## src/rtl/core/dpt_pkg.sv

```systemverilog
// shared types and constants of the damped pluck tone generator
// used by dpt_ctrl, dpt_datapath and damped_pluck_tone_generator
package dpt_pkg;

    localparam logic [31:0] LCG_MUL    = 32'd1664525;
    localparam logic [31:0] LCG_ADD    = 32'd1013904223;
    localparam logic [31:0] SEED_START = 32'd12345;
    localparam logic [31:0] SQRT3_Q24  = 32'd29058990;
    localparam logic [31:0] POLY_A     = 32'd26353589;
    localparam logic [31:0] POLY_B     = 32'd10764138;
    localparam logic [31:0] POLY_C     = 32'd1187765;
    localparam logic [24:0] UNITY_Q24  = 25'd16777216;
    localparam logic [24:0] ENV_MAX    = 25'h1FF_FFFF;

    localparam int ACC_W = 30;
    localparam logic signed [ACC_W-1:0] SAT_HI = 30'sd8388607;
    localparam logic signed [ACC_W-1:0] SAT_LO = -30'sd8388608;

    localparam logic [1:0] STATUS_OK        = 2'd0;
    localparam logic [1:0] STATUS_NOT_OPEN  = 2'd1;
    localparam logic [1:0] STATUS_CANCELLED = 2'd2;

    typedef enum logic [2:0] {
        REG_ENABLED,
        REG_STEP_FIRST,
        REG_STEP_SECOND,
        REG_AMPLITUDE,
        REG_SECOND_LEVEL,
        REG_DECAY,
        REG_ONSET,
        REG_NOISE_LEVEL
    } cfg_reg_t;

    typedef enum logic [4:0] {
        ST_IDLE,
        ST_DISPATCH,
        ST_AE,
        ST_X1,
        ST_C1,
        ST_B1,
        ST_A1,
        ST_T1,
        ST_LEVEL,
        ST_X2,
        ST_C2,
        ST_B2,
        ST_A2,
        ST_T2,
        ST_ENV1,
        ST_ENV2,
        ST_UPDATE,
        ST_LCG0,
        ST_LCG1,
        ST_LCG2,
        ST_LCG3,
        ST_LCG4,
        ST_SQRT,
        ST_NOISE,
        ST_NACC,
        ST_DONE
    } state_t;

    typedef enum logic [3:0] {
        MUL_NONE,
        MUL_AMP_ENV,
        MUL_X_SQ,
        MUL_C,
        MUL_B,
        MUL_A,
        MUL_TONE,
        MUL_LEVEL,
        MUL_ENV,
        MUL_LCG_SEED,
        MUL_LCG_CHAIN,
        MUL_SQRT3,
        MUL_NOISE
    } mul_sel_t;

    typedef enum logic [3:0] {
        CAP_NONE,
        CAP_AE,
        CAP_X2,
        CAP_A2,
        CAP_TONE,
        CAP_UPDATE,
        CAP_COUNT,
        CAP_SEED,
        CAP_NOISE
    } cap_sel_t;

    typedef struct packed {
        logic     accept;
        logic     load_out;
        logic     part;
        mul_sel_t mul_sel;
        cap_sel_t cap;
    } cmd_t;

    typedef struct packed {
        logic enabled;
        logic err;
        logic tone_active;
        logic second_on;
        logic noise_on;
        logic out_busy;
    } stat_t;

endpackage

```

## src/rtl/core/damped_pluck_tone_generator.sv

```systemverilog
// damped pluck tone generator: top level, joins dpt_ctrl and dpt_datapath; uses dpt_pkg
// one item at a time: the input stalls from the transfer until the result is loaded; the
// time per item is set by the one shared 32x32 multiplier, up to 19 products a sample,
// and by output stalls; the result goes to an output register that holds it while the
// next item is taken in; async active-low reset clears all control state, registers to
// their defaults, generator state to its start values
module damped_pluck_tone_generator #(
    parameter int SINE_TABLE_DEPTH = 1024,
    parameter int SAMPLE_BITS      = 24
) (
    input  logic               clk,
    input  logic               rst_n,
    input  logic               cfg_we,
    input  logic [2:0]         cfg_index,
    input  logic [31:0]        cfg_data,
    input  logic               in_valid,
    output logic               in_stall,
    input  logic               start_req,
    input  logic               cancel,
    input  logic               last_sample,
    output logic               out_valid,
    input  logic               out_stall,
    output logic signed [31:0] sample_word,
    output logic [1:0]         status,
    output logic               last_out
);
    import dpt_pkg::*;

    cmd_t  cmd;
    stat_t stat;

    dpt_ctrl u_ctrl (
        .clk      (clk),
        .rst_n    (rst_n),
        .in_valid (in_valid),
        .in_stall (in_stall),
        .stat     (stat),
        .cmd      (cmd)
    );

    dpt_datapath #(
        .SINE_TABLE_DEPTH (SINE_TABLE_DEPTH),
        .SAMPLE_BITS      (SAMPLE_BITS)
    ) u_datapath (
        .clk         (clk),
        .rst_n       (rst_n),
        .cfg_we      (cfg_we),
        .cfg_index   (cfg_index),
        .cfg_data    (cfg_data),
        .start_req   (start_req),
        .cancel      (cancel),
        .last_sample (last_sample),
        .out_stall   (out_stall),
        .cmd         (cmd),
        .stat        (stat),
        .out_valid   (out_valid),
        .sample_word (sample_word),
        .status      (status),
        .last_out    (last_out)
    );

`ifndef NO_ASSERTIONS
    a_one_item: assert property (@(posedge clk) disable iff (!rst_n)
        in_valid && !in_stall |=> in_stall)
        else $error("input taken while an item is in work");

    a_error_zero: assert property (@(posedge clk) disable iff (!rst_n)
        out_valid && status != STATUS_OK |-> sample_word == 32'sd0)
        else $error("error status with a nonzero sample word");

    a_low_byte: assert property (@(posedge clk) disable iff (!rst_n)
        out_valid |-> sample_word[7:0] == 8'd0)
        else $error("sample word low byte not zero");
`endif

endmodule

```

## src/rtl/core/dpt_ctrl.sv

```systemverilog
// sequencer for the tone generator: steps the shared multiplier through one sample
// depends on dpt_pkg
module dpt_ctrl (
    input  logic           clk,
    input  logic           rst_n,
    input  logic           in_valid,
    output logic           in_stall,
    input  dpt_pkg::stat_t stat,
    output dpt_pkg::cmd_t  cmd
);
    import dpt_pkg::*;

    state_t state_reg;
    state_t state_next;

    always_ff @(posedge clk or negedge rst_n)
    begin
        if (!rst_n)
        begin
            state_reg <= ST_IDLE;
        end
        else
        begin
            state_reg <= state_next;
        end
    end

    always_comb
    begin
        state_next   = state_reg;
        in_stall     = 1'b1;
        cmd.accept   = 1'b0;
        cmd.load_out = 1'b0;
        cmd.part     = 1'b0;
        cmd.mul_sel  = MUL_NONE;
        cmd.cap      = CAP_NONE;
        unique case (state_reg)
            ST_IDLE:
            begin
                in_stall = 1'b0;
                if (in_valid)
                begin
                    cmd.accept = 1'b1;
                    state_next = ST_DISPATCH;
                end
            end
            ST_DISPATCH:
            begin
                if (!stat.enabled || stat.err)
                begin
                    state_next = ST_DONE;
                end
                else if (stat.tone_active)
                begin
                    state_next = ST_AE;
                end
                else
                begin
                    cmd.cap    = CAP_COUNT;
                    state_next = stat.noise_on ? ST_LCG0 : ST_DONE;
                end
            end
            ST_AE:
            begin
                cmd.mul_sel = MUL_AMP_ENV;
                state_next  = ST_X1;
            end
            ST_X1:
            begin
                cmd.mul_sel = MUL_X_SQ;
                cmd.cap     = CAP_AE;
                state_next  = ST_C1;
            end
            ST_C1:
            begin
                cmd.mul_sel = MUL_C;
                cmd.cap     = CAP_X2;
                state_next  = ST_B1;
            end
            ST_B1:
            begin
                cmd.mul_sel = MUL_B;
                state_next  = ST_A1;
            end
            ST_A1:
            begin
                cmd.mul_sel = MUL_A;
                state_next  = ST_T1;
            end
            ST_T1:
            begin
                cmd.mul_sel = MUL_TONE;
                state_next  = stat.second_on ? ST_LEVEL : ST_ENV1;
            end
            ST_LEVEL:
            begin
                cmd.mul_sel = MUL_LEVEL;
                cmd.cap     = CAP_TONE;
                state_next  = ST_X2;
            end
            ST_X2:
            begin
                cmd.part    = 1'b1;
                cmd.mul_sel = MUL_X_SQ;
                cmd.cap     = CAP_A2;
                state_next  = ST_C2;
            end
            ST_C2:
            begin
                cmd.part    = 1'b1;
                cmd.mul_sel = MUL_C;
                cmd.cap     = CAP_X2;
                state_next  = ST_B2;
            end
            ST_B2:
            begin
                cmd.part    = 1'b1;
                cmd.mul_sel = MUL_B;
                state_next  = ST_A2;
            end
            ST_A2:
            begin
                cmd.part    = 1'b1;
                cmd.mul_sel = MUL_A;
                state_next  = ST_T2;
            end
            ST_T2:
            begin
                cmd.part    = 1'b1;
                cmd.mul_sel = MUL_TONE;
                state_next  = ST_ENV2;
            end
            ST_ENV1:
            begin
                cmd.mul_sel = MUL_ENV;
                cmd.cap     = CAP_TONE;
                state_next  = ST_UPDATE;
            end
            ST_ENV2:
            begin
                cmd.part    = 1'b1;
                cmd.mul_sel = MUL_ENV;
                cmd.cap     = CAP_TONE;
                state_next  = ST_UPDATE;
            end
            ST_UPDATE:
            begin
                cmd.cap    = CAP_UPDATE;
                state_next = stat.noise_on ? ST_LCG0 : ST_DONE;
            end
            ST_LCG0:
            begin
                cmd.mul_sel = MUL_LCG_SEED;
                state_next  = ST_LCG1;
            end
            ST_LCG1:
            begin
                cmd.mul_sel = MUL_LCG_CHAIN;
                cmd.cap     = CAP_SEED;
                state_next  = ST_LCG2;
            end
            ST_LCG2:
            begin
                cmd.mul_sel = MUL_LCG_CHAIN;
                cmd.cap     = CAP_SEED;
                state_next  = ST_LCG3;
            end
            ST_LCG3:
            begin
                cmd.mul_sel = MUL_LCG_CHAIN;
                cmd.cap     = CAP_SEED;
                state_next  = ST_LCG4;
            end
            ST_LCG4:
            begin
                cmd.cap    = CAP_SEED;
                state_next = ST_SQRT;
            end
            ST_SQRT:
            begin
                cmd.mul_sel = MUL_SQRT3;
                state_next  = ST_NOISE;
            end
            ST_NOISE:
            begin
                cmd.mul_sel = MUL_NOISE;
                state_next  = ST_NACC;
            end
            ST_NACC:
            begin
                cmd.cap    = CAP_NOISE;
                state_next = ST_DONE;
            end
            ST_DONE:
            begin
                if (!stat.out_busy)
                begin
                    cmd.load_out = 1'b1;
                    state_next   = ST_IDLE;
                end
            end
            default:
            begin
                state_next = ST_IDLE;
            end
        endcase
    end

endmodule

```

## src/rtl/core/dpt_datapath.sv

```systemverilog
// datapath of the tone generator: registers, shared multiplier, accumulator, output stage
// depends on dpt_pkg; driven by dpt_ctrl commands
module dpt_datapath #(
    parameter int SINE_TABLE_DEPTH = 1024,
    parameter int SAMPLE_BITS      = 24
) (
    input  logic               clk,
    input  logic               rst_n,
    input  logic               cfg_we,
    input  logic [2:0]         cfg_index,
    input  logic [31:0]        cfg_data,
    input  logic               start_req,
    input  logic               cancel,
    input  logic               last_sample,
    input  logic               out_stall,
    input  dpt_pkg::cmd_t      cmd,
    output dpt_pkg::stat_t     stat,
    output logic               out_valid,
    output logic signed [31:0] sample_word,
    output logic [1:0]         status,
    output logic               last_out
);
    import dpt_pkg::*;

    // power-of-two table depth: phase keeps its top PHASE_BITS bits
    localparam int PHASE_BITS = $clog2(SINE_TABLE_DEPTH);
    localparam logic [31:0] PHASE_MASK = ~((32'd1 << (32 - PHASE_BITS)) - 32'd1);
    localparam logic [23:0] SAMPLE_MASK = ~((24'd1 << (24 - SAMPLE_BITS)) - 24'd1);

    logic        enabled_reg;
    logic [31:0] step_first_reg;
    logic [31:0] step_second_reg;
    logic [23:0] amplitude_reg;
    logic [15:0] second_level_reg;
    logic [24:0] decay_reg;
    logic [23:0] onset_reg;
    logic [23:0] noise_level_reg;

    logic [31:0] phase_first_reg;
    logic [31:0] phase_second_reg;
    logic [24:0] envelope_reg;
    logic [23:0] count_reg;
    logic [31:0] seed_reg;
    logic [1:0]  capture_error_reg;

    logic [63:0]             prod_reg;
    logic [24:0]             ae_reg;
    logic [24:0]             x2_reg;
    logic [26:0]             a2_reg;
    logic signed [ACC_W-1:0] acc_reg;
    logic signed [25:0]      sum_reg;
    logic                    last_reg;
    logic                    out_valid_reg;
    logic signed [31:0]      sample_word_reg;
    logic [1:0]              status_reg;
    logic                    last_out_reg;

    logic [31:0]             phase_sel;
    logic [31:0]             tp;
    logic [30:0]             fold;
    logic [24:0]             x;
    logic [31:0]             prod_hi;
    logic [25:0]             sin_y;
    logic [23:0]             sin_mag;
    logic [31:0]             seed_next;
    logic signed [25:0]      uniform;
    logic [25:0]             sum_mag;
    logic [25:0]             env_prod;
    logic [24:0]             env_next;
    logic signed [ACC_W-1:0] tone_term;
    logic signed [ACC_W-1:0] noise_term;
    logic [31:0]             mul_a;
    logic [31:0]             mul_b;
    logic [63:0]             prod_next;
    logic [23:0]             sat_value;
    logic                    restart;

    always_comb
    begin
        phase_sel = cmd.part ? phase_second_reg : phase_first_reg;
        tp        = phase_sel & PHASE_MASK;
        fold      = tp[30] ? (31'h4000_0000 - {1'b0, tp[29:0]}) : {1'b0, tp[29:0]};
        x         = fold[30:6];
        prod_hi   = prod_reg[55:24];
        sin_y     = prod_reg[49:24];
        sin_mag   = (sin_y > {1'b0, UNITY_Q24}) ? 24'h80_0000 : sin_y[24:1];
        seed_next = prod_reg[31:0] + LCG_ADD;
        uniform   = $signed({2'b00, seed_next[31:8]}) - 26'sd8388608;
        sum_mag   = sum_reg[25] ? 26'(-sum_reg) : 26'(sum_reg);
        env_prod  = prod_reg[49:24];
        env_next  = (env_prod > {1'b0, ENV_MAX}) ? ENV_MAX : env_prod[24:0];
        tone_term = $signed({1'b0, prod_reg[51:23]});
        if (phase_sel[31])
        begin
            tone_term = -tone_term;
        end
        noise_term = $signed({3'b000, prod_reg[50:24]});
        if (sum_reg[25])
        begin
            noise_term = -noise_term;
        end
        if (acc_reg > SAT_HI)
        begin
            sat_value = 24'h7F_FFFF;
        end
        else if (acc_reg < SAT_LO)
        begin
            sat_value = 24'h80_0000;
        end
        else
        begin
            sat_value = acc_reg[23:0];
        end
    end

    always_comb
    begin
        mul_a = 32'd0;
        mul_b = 32'd0;
        case (cmd.mul_sel)
            MUL_AMP_ENV:
            begin
                mul_a = {8'd0, amplitude_reg};
                mul_b = {7'd0, envelope_reg};
            end
            MUL_X_SQ:
            begin
                mul_a = {7'd0, x};
                mul_b = {7'd0, x};
            end
            MUL_C:
            begin
                mul_a = POLY_C;
                mul_b = prod_hi;
            end
            MUL_B:
            begin
                mul_a = POLY_B - prod_hi;
                mul_b = {7'd0, x2_reg};
            end
            MUL_A:
            begin
                mul_a = POLY_A - prod_hi;
                mul_b = {7'd0, x};
            end
            MUL_TONE:
            begin
                mul_a = cmd.part ? {5'd0, a2_reg} : {7'd0, ae_reg};
                mul_b = {8'd0, sin_mag};
            end
            MUL_LEVEL:
            begin
                mul_a = {7'd0, ae_reg};
                mul_b = {16'd0, second_level_reg};
            end
            MUL_ENV:
            begin
                mul_a = {7'd0, envelope_reg};
                mul_b = {7'd0, decay_reg};
            end
            MUL_LCG_SEED:
            begin
                mul_a = seed_reg;
                mul_b = LCG_MUL;
            end
            MUL_LCG_CHAIN:
            begin
                mul_a = seed_next;
                mul_b = LCG_MUL;
            end
            MUL_SQRT3:
            begin
                mul_a = {6'd0, sum_mag};
                mul_b = SQRT3_Q24;
            end
            MUL_NOISE:
            begin
                mul_a = prod_hi;
                mul_b = {8'd0, noise_level_reg};
            end
            default:
            begin
                mul_a = 32'd0;
                mul_b = 32'd0;
            end
        endcase
    end

    assign prod_next = 64'(mul_a) * 64'(mul_b);
    assign restart   = cmd.accept && enabled_reg && start_req;

    always_ff @(posedge clk or negedge rst_n)
    begin
        if (!rst_n)
        begin
            enabled_reg      <= 1'b0;
            step_first_reg   <= 32'd0;
            step_second_reg  <= 32'd0;
            amplitude_reg    <= 24'd0;
            second_level_reg <= 16'd0;
            decay_reg        <= UNITY_Q24;
            onset_reg        <= 24'd0;
            noise_level_reg  <= 24'd0;
        end
        else if (cfg_we)
        begin
            unique case (cfg_reg_t'(cfg_index))
                REG_ENABLED:      enabled_reg      <= cfg_data[0];
                REG_STEP_FIRST:   step_first_reg   <= cfg_data;
                REG_STEP_SECOND:  step_second_reg  <= cfg_data;
                REG_AMPLITUDE:    amplitude_reg    <= cfg_data[23:0];
                REG_SECOND_LEVEL: second_level_reg <= cfg_data[15:0];
                REG_DECAY:        decay_reg        <= cfg_data[24:0];
                REG_ONSET:        onset_reg        <= cfg_data[23:0];
                REG_NOISE_LEVEL:  noise_level_reg  <= cfg_data[23:0];
            endcase
        end
    end

    always_ff @(posedge clk or negedge rst_n)
    begin
        if (!rst_n)
        begin
            phase_first_reg   <= 32'd0;
            phase_second_reg  <= 32'd0;
            envelope_reg      <= UNITY_Q24;
            count_reg         <= 24'd0;
            seed_reg          <= SEED_START;
            capture_error_reg <= STATUS_OK;
        end
        else if (restart)
        begin
            phase_first_reg   <= 32'd0;
            phase_second_reg  <= 32'd0;
            envelope_reg      <= UNITY_Q24;
            count_reg         <= 24'd0;
            seed_reg          <= SEED_START;
            capture_error_reg <= cancel ? STATUS_CANCELLED : STATUS_OK;
        end
        else
        begin
            case (cmd.cap)
                CAP_UPDATE:
                begin
                    phase_first_reg  <= phase_first_reg + step_first_reg;
                    phase_second_reg <= phase_second_reg + step_second_reg;
                    envelope_reg     <= env_next;
                end
                CAP_COUNT:
                begin
                    count_reg <= count_reg + 24'd1;
                end
                CAP_SEED:
                begin
                    seed_reg <= seed_next;
                end
                default:
                begin
                end
            endcase
        end
    end

    always_ff @(posedge clk)
    begin
        prod_reg <= prod_next;
        if (cmd.accept)
        begin
            acc_reg  <= '0;
            sum_reg  <= '0;
            last_reg <= last_sample;
        end
        else
        begin
            case (cmd.cap)
                CAP_AE:    ae_reg  <= prod_reg[48:24];
                CAP_X2:    x2_reg  <= prod_reg[48:24];
                CAP_A2:    a2_reg  <= prod_reg[40:14];
                CAP_TONE:  acc_reg <= acc_reg + tone_term;
                CAP_SEED:  sum_reg <= sum_reg + uniform;
                CAP_NOISE: acc_reg <= acc_reg + noise_term;
                default:
                begin
                end
            endcase
        end
        if (cmd.load_out)
        begin
            last_out_reg <= last_reg;
            if (!enabled_reg)
            begin
                status_reg      <= STATUS_NOT_OPEN;
                sample_word_reg <= 32'sd0;
            end
            else if (capture_error_reg != STATUS_OK)
            begin
                status_reg      <= capture_error_reg;
                sample_word_reg <= 32'sd0;
            end
            else
            begin
                status_reg      <= STATUS_OK;
                sample_word_reg <= $signed({sat_value & SAMPLE_MASK, 8'd0});
            end
        end
    end

    always_ff @(posedge clk or negedge rst_n)
    begin
        if (!rst_n)
        begin
            out_valid_reg <= 1'b0;
        end
        else if (cmd.load_out)
        begin
            out_valid_reg <= 1'b1;
        end
        else if (out_valid_reg && !out_stall)
        begin
            out_valid_reg <= 1'b0;
        end
    end

    assign stat.enabled     = enabled_reg;
    assign stat.err         = capture_error_reg != STATUS_OK;
    assign stat.tone_active = count_reg >= onset_reg;
    assign stat.second_on   = step_second_reg != 32'd0;
    assign stat.noise_on    = noise_level_reg != 24'd0;
    assign stat.out_busy    = out_valid_reg && out_stall;

    assign out_valid   = out_valid_reg;
    assign sample_word = sample_word_reg;
    assign status      = status_reg;
    assign last_out    = last_out_reg;

endmodule
```

## config.mk

```make
export PLATFORM = sky130hd
export DESIGN_NAME = damped_pluck_tone_generator
export DESIGN_NICKNAME = d
export VERILOG_FILES = /design/src/rtl/core/dpt_pkg.sv /design/src/rtl/core/damped_pluck_tone_generator.sv /design/src/rtl/core/dpt_ctrl.sv /design/src/rtl/core/dpt_datapath.sv
export SDC_FILE = /design/constraint.sdc
export NUM_CORES = 2
export LEC_CHECK = 0
export BUFFER_PORTS_ARGS = -buffer_cell sky130_fd_sc_hd__buf_2
export CORE_AREA = 2 2 376 378
export DETAILED_ROUTE_END_ITERATION = 10
export DIE_AREA = 0 0 378 380
export HOLD_SLACK_MARGIN = 0.08
export REMOVE_ABC_BUFFERS = 1
export SLEW_MARGIN = 15
export SYNTH_ARGS = -nofsm -noshare
export SYNTH_HDL_FRONTEND = slang
export SYNTH_SLANG_ARGS = --single-unit
```

## constraint.sdc

```tcl
create_clock -name clk -period 21 [get_ports clk]
set_input_delay 1.05 -clock clk [delete_from_list [all_inputs] [get_ports clk]]
set_output_delay 1.05 -clock clk [all_outputs]
set_load 0.05 [all_outputs]
```

---- Word-level counts from Yosys, hierarchy flattened ----
Index checks and enable logic that the tools add are counted.
word-level totals
  bits of input ports ..................... 43
  latch bits .............................. 0
  memories kept ........................... 0
  word-level logic and storage cells ...... 193
  bits in registers ....................... 556
  memory bits (read-only) ................. 0
  output and inout port bits .............. 37
  bits in writable memories ............... 0
cells by class
  bitwise logic cells ..................... 2
  $add $sub $neg .......................... 14
  eq/ne operators ......................... 54
  multiply operators ...................... 1
  mux-type cells .......................... 44
  reductions and logical operators ........ 44
  div/mod/pow operators ................... 0
  shifts and indexed selects .............. 0
  $lt $le $gt $ge ......................... 5
operators by type and width
  operator                                                         number
  case mux 32 bit (12 select lines)                                1
  case mux 32 bit (10 select lines)                                1
  two-way mux 32 bit                                               7
  case mux 5 bit (25 select lines)                                 1
  two-way mux 24 bit                                               4
  two-way mux 25 bit                                               3
  adder 32 bit                                                     2
  adder 30 bit                                                     2
  two-way mux 30 bit                                               2
  case mux 30 bit (2 select lines)                                 1
  multiplier 32 x 32 -> 56 bit                                     1
  greater-than comparator 26 x 25 -> 1 bit, second input constant  2
  == test 5 bit, second input constant                             10
  case mux 4 bit (12 select lines)                                 1
  == test 5 x 4 -> 1 bit, second input constant                    8
  adder 32 x 30 -> 32 bit, second input constant                   1
  == test 4 x 3 -> 1 bit, second input constant                    8
  case mux 4 bit (8 select lines)                                  1
  nonzero test 32 bit                                              1
  subtractor 24 x 32 -> 32 bit, first input constant               1
  subtractor 25 x 32 -> 32 bit, first input constant               1
  two-way mux 31 bit                                               1
  subtractor 31 x 30 -> 31 bit, first input constant               1
  greater-than comparator 30 x 24 -> 1 bit, second input constant  1
  39 further kinds                                                 102

---- Depth between registers and ports, before layout ----
  depth after elaboration ................. 8
  depth in mapped cells ................... 44
  depth with buffers taken out ............ 39

---- Cells and area by module ----
Synthesis repeated with hierarchy kept, for this count alone.
second synthesis, totals
  cells, all modules ...................... 7007
  area, all modules ....................... 62929.1 um2
by module, submodules not included
  module        sequential area each (um2)  instances  area each (um2)  cells each
  dpt_datapath  13538.0                     1          62075.8          6887
  dpt_ctrl      125.1                       1          853.3            120

---- Least setup slack after synthesis ----
No wires, ideal clock.
  path type ............................... reg2reg
  start ................................... reg u_ctrl.state_reg[2]
  end ..................................... reg u_datapath.prod_reg[53]
  setup slack ............................. 10.899 ns
  required time ........................... 20.928 ns
  arrival ................................. 10.029 ns
  cell stages (with the launch flop) ...... 39
  setup time .............................. 0.072 ns
  clock period less this slack ............ 10.101 ns
  buffers on the path ..................... 5
  path through ............................ dfrtp_1 xor2_1 o21a_1 buf_2 buf_4 buf_2 buf_2 mux2i_1 ha_1 nor2b_1 nor2_1 xor2_1 o221ai_1 a311o_1 a211oi_4 buf_4 nor2_1 fa_1 (+3 left out) fa_1 inv_1 fa_1 fa_1 fa_1 fa_1 ha_1 a21o_1 a21o_1 a2111o_1 a31oi_2 o31ai_1 a21bo_1 a221o_1 a31o_1 a21o_1 a21oi_1 xnor2_1
on the way
  longest elaborated chain between the ends .. 8
  elaborated cells on any way between the ends .. 51
  those cells by class .................... add/sub: 1; mul: 1; eq/ne: 32; mux: 7; reduce/logical: 10
ends and longest elaborated chain
  item                                                                                    RTL line             text
  start, declared                                                                         dpt_ctrl.sv:13       state_t state_reg;
  start signal, assigned                                                                  dpt_ctrl.sv:24       state_reg <= state_next;
  == test 5 x 4 -> 1 bit                                                                  dpt_ctrl.sv:37       unique case (state_reg)
  OR reduction 6 bit (no line)                                                            --
  two-way mux 1 bit                                                                       dpt_ctrl.sv:37
  two-way mux 32 bit                                                                      dpt_datapath.sv:80   phase_sel = cmd.part ? phase_second_reg : phase_first_reg;
  subtractor 31 x 30 -> 31 bit                                                            dpt_datapath.sv:82   fold = tp[30] ? (31'h4000_0000 - {1'b0, tp[29:0]}) : {1'b0, tp[29:0]};
  two-way mux 31 bit                                                                      dpt_datapath.sv:82
  case mux 32 bit (12 select lines) or case mux 32 bit (10 select lines) (tied branches)  dpt_datapath.sv:120  case (cmd.mul_sel)
  multiplier 32 x 32 -> 56 bit *                                                          dpt_datapath.sv:189  assign prod_next = 64'(mul_a) * 64'(mul_b);
  named net u_datapath.prod_next[53]                                                      dpt_datapath.sv:74   logic [63:0] prod_next;
  end signal, assigned                                                                    dpt_datapath.sv:266  prod_reg <= prod_next;
  end, declared                                                                           dpt_datapath.sv:46   logic [63:0] prod_reg;
Mark *: on every way through the listed nets, which the timed path passes. The rest lies on a longest branch.
A chain may end at the register's enable or synchronous reset.

---- Worst setup path in the final report ----
  start ................................... reg u_ctrl.state_reg[1]
  end ..................................... reg u_datapath.prod_reg[53]
The elaborated chain is that of the path after synthesis.

==> results.sh <==
export IMPL_reg2regPathDepth=35
export IMPL_synth_seq_area_share_pct=21.9
export IMPL_finalMaxSlewViolations=0
export IMPL_start_util_pct=44.8
export IMPL_end_kind="flip-flop"
export IMPL_async_flop_share_pct=60.3
export IMPL_yosys_area_top_type_share_pct=28.1
export IMPL_synth_edff_count=105
export IMPL_ys_ff_latch=547
export IMPL_routed_wl_um=207000
export IMPL_cts_sinks=547
export IMPL_syn_avg_cell_area_um2=9.15
export IMPL_synth_cell_type_count=110
export IMPL_nNetsFinal=8149
export IMPL_wl_per_cell_um=23.5
export IMPL_grt_overflow_total=0
export IMPL_drt_pass1_iterations=9
export IMPL_clk_pin_slew_ps=50
export IMPL_slowest_stage="o31ai_1"
export IMPL_grt_max_degree=159
export IMPL_timing_hold_violations_final=0
export IMPL_timing_critical_path_mode_cell="fa_1"
export IMPL_grt_usage_pct=29.1
export IMPL_yosys_area_top_type="fa_1"
export IMPL_worst_pin_slew_ps=1310
export IMPL_n_antenna_cell=0
export IMPL_dp_hpwl_um=151000
export IMPL_ant_nets=0
export IMPL_insertion_delay_ps=640
export IMPL_worstSetupStartpointType="flip-flop"
export IMPL_fin_crit_ps=11940
export IMPL_placed_area_um2=65400
export IMPL_startpoint="u_ctrl.state_reg[1]$_DFFE_PN0P_"
export IMPL_clock_fmax_ghz=0.0837
export IMPL_skew_ps=22.1
export IMPL_die_y_um=380
export IMPL_cts_setup_buffers=0
export IMPL_grt_pass1_wl_um=316000
export IMPL_hold_path_class="flip-flop to flip-flop"
export IMPL_setup_viol=0
export IMPL_fp_dieW_um=378
export IMPL_fill_cells=13252
export IMPL_cts_max_level=3
export IMPL_gp_congestion=0.962
export IMPL_cts_hold_buf=0
export IMPL_cts_buffers=69
export IMPL_drive_gt1_share_pct=9.06
export IMPL_dieArea_um2=144000
export IMPL_holdPathStages=0
export IMPL_crit_type="flip-flop to flip-flop"
export IMPL_area_delta_synth_final_pct=8.89
export IMPL_worst_r2r_endpoint="u_datapath.prod_reg[53]$_DFF_P_"
export IMPL_relSlewSlack_pct=11.7
export IMPL_grt_setup_unrepaired="no"
export IMPL_tns_ps=0
export IMPL_grt_pass1_vias=50853
export IMPL_antenna_found_initial=5
export IMPL_synth_main_ff_cell="dfrtp_1"
export IMPL_via_per_inst=5.68
export IMPL_ios=80
export IMPL_largest_reg_flops=56
export IMPL_r2r_start="u_ctrl.state_reg[1]$_DFFE_PN0P_"
export IMPL_clock_root_buffer="clkbuf_16"
export IMPL_tritoncts="done"
export IMPL_synth_area_top_cells="fa_1, dfrtp_1, ha_1, inv_1, edfxtp_1"
export IMPL_synthCells=6813
export IMPL_portBuffers=71
export IMPL_core_um2=139000
export IMPL_crit_required_ps=21520
export IMPL_ys_warn_count=0
export IMPL_regArea_um2=13700
export IMPL_drt_iter0_markers=4718
export IMPL_vias=49994
export IMPL_slowest_delay_ps=1070
export IMPL_syn_cell_area_um2=62300
export IMPL_hold_path_end="u_datapath.last_out$_DFFE_PP_"
export IMPL_multiInputGateArea_um2=43900
export IMPL_core_rowCount=137
export IMPL_status="finished clean"
export IMPL_min_from="u_datapath.last_reg$_DFFE_PP_"
export IMPL_clockBufferDepth=3
export IMPL_cp_max_fo=42
export IMPL_cts_resized=0
export IMPL_arrival_ps=12460
export IMPL_design_area_um2=67900
export IMPL_maxCapViolations=0
export IMPL_post_route_period_util_pct=56.9
export IMPL_timing_reg2reg_setup_slack_ps=9060
export IMPL_drc_errors=0
==> synth_stat cells (15+ instances only) <==
library cell,number
nor3_1,99
a31oi_1,34
edfxtp_1,105
nand2b_1,74
mux2_2,175
mux2i_1,26
o211ai_1,22
o31ai_1,26
dfrtp_1,322
nor2_1,765
nand3_1,129
o21ai_0,245
a211oi_1,31
xor2_1,116
and3_1,29
a221oi_1,21
ha_1,364
xnor2_1,191
a22o_1,18
o21bai_1,18
nor4_1,28
dfxtp_1,112
and2_1,40
or3_1,26
a21o_1,89
a22oi_1,73
inv_1,1074
buf_1,31
a211o_1,16
nand4_1,25
buf_2,66
a21oi_1,284
nor2b_1,36
nand2_1,680
buf_4,18
o22ai_1,19
o21a_1,42
clkbuf_1,221
fa_1,874
a221o_1,15
==> kinds of logic (layout without fill, tap and decap cells) <==
group | count (synthesis) | count (layout) | synth area share [%]
AO/OA/AOI/OAI | 1101 | 1101 | 11.9
XOR/XNOR | 308 | 308 | 4.34
adder cells (fa/ha/maj) | 1238 | 1238 | 35.4
buffers and inverters | 1420 | 1420 | 8.84
flip-flops | 547 | 547 | 21.9
multiplexers | 201 | 201 | 3.58
other | 2 | 113 | 0.0121
AND/OR/NAND/NOR | 1996 | 1996 | 14.0
==> worst max-delay path, delay by kind of cell (launching register included) <==
kind / cells / cell delay [ps]
muxes: 1 / 300
and+or+nand+nor: 6 / 950
DFF: 1 / 800
adders and majority gates: 10 / 4710
buffers and inverters: 5 / 750
xor gates and xnor gates: 2 / 480
AOI/OAI and AO/OA: 11 / 3820
==> routing by layer <==
metal	vias up	part of all wire (%)	track usage, %
li1	21991	-	-
met1	25257	41	39.4
met2	2262	45	46.1
met3	482	9.1	5.33
met4	2	4.8	11.6
met5	-	0.0063	0
==> cell usage in the layout, fill, tap and decap left out, types with 40 or more instances in the layout <==
cell type / instances
inv_1: 1073
fa_1: 874
nor2_1: 761
nand2_1: 678
ha_1: 364
dfrtp_1: 322
a21oi_1: 283
o21ai_0: 243
xnor2_1: 191
mux2_2: 175
buf_4: 141
nand3_1: 127
xor2_1: 116
conb_1: 113
dfxtp_1: 110
edfxtp_1: 105
nor3_1: 93
a21o_1: 89
nand2b_1: 74
a22oi_1: 73
clkbuf_16: 72
buf_2: 70
o21a_1: 41
and2_1: 40
==> worst max-delay path by stage <==
stage                     cells after the start                               to
after floorplan                              32  u_datapath.prod_reg[53]$_DFF_P_
final                                        35  u_datapath.prod_reg[53]$_DFF_P_
after CTS                                    35  u_datapath.prod_reg[53]$_DFF_P_
after global placement                       35  u_datapath.prod_reg[53]$_DFF_P_
after global routing                         35  u_datapath.prod_reg[55]$_DFF_P_
after detailed placement                     35  u_datapath.prod_reg[53]$_DFF_P_
==> layout make-up <==
| type | instances | share of cell area [%] |
|---|---|---|
| clock buffers | 87 | 2.81 |
| clock inverters | 40 | 0.758 |
| inverters | 1080 | 5.97 |
| multi-input cells | 4957 | 64.7 |
| flip-flops and latches | 547 | 20.1 |
| well taps | 1876 | 3.46 |
| repair buffers | 213 | 2.13 |
==> metrics by stage <==
step	util, %	worst slack [ps]	cells	hold WS (ps)
final	48.8	9060	8800	418
after global routing	48.8	8650	8800	440
after CTS	48.8	9230	8800	421
after detailed placement	47.0	9280	8673	410
after global placement	47.0	9450	8673	401
after floorplan	-	5860	6584	400
Power is not shown: default switching activity piles up to over one toggle a cycle in this logic, so the estimate is an artifact.
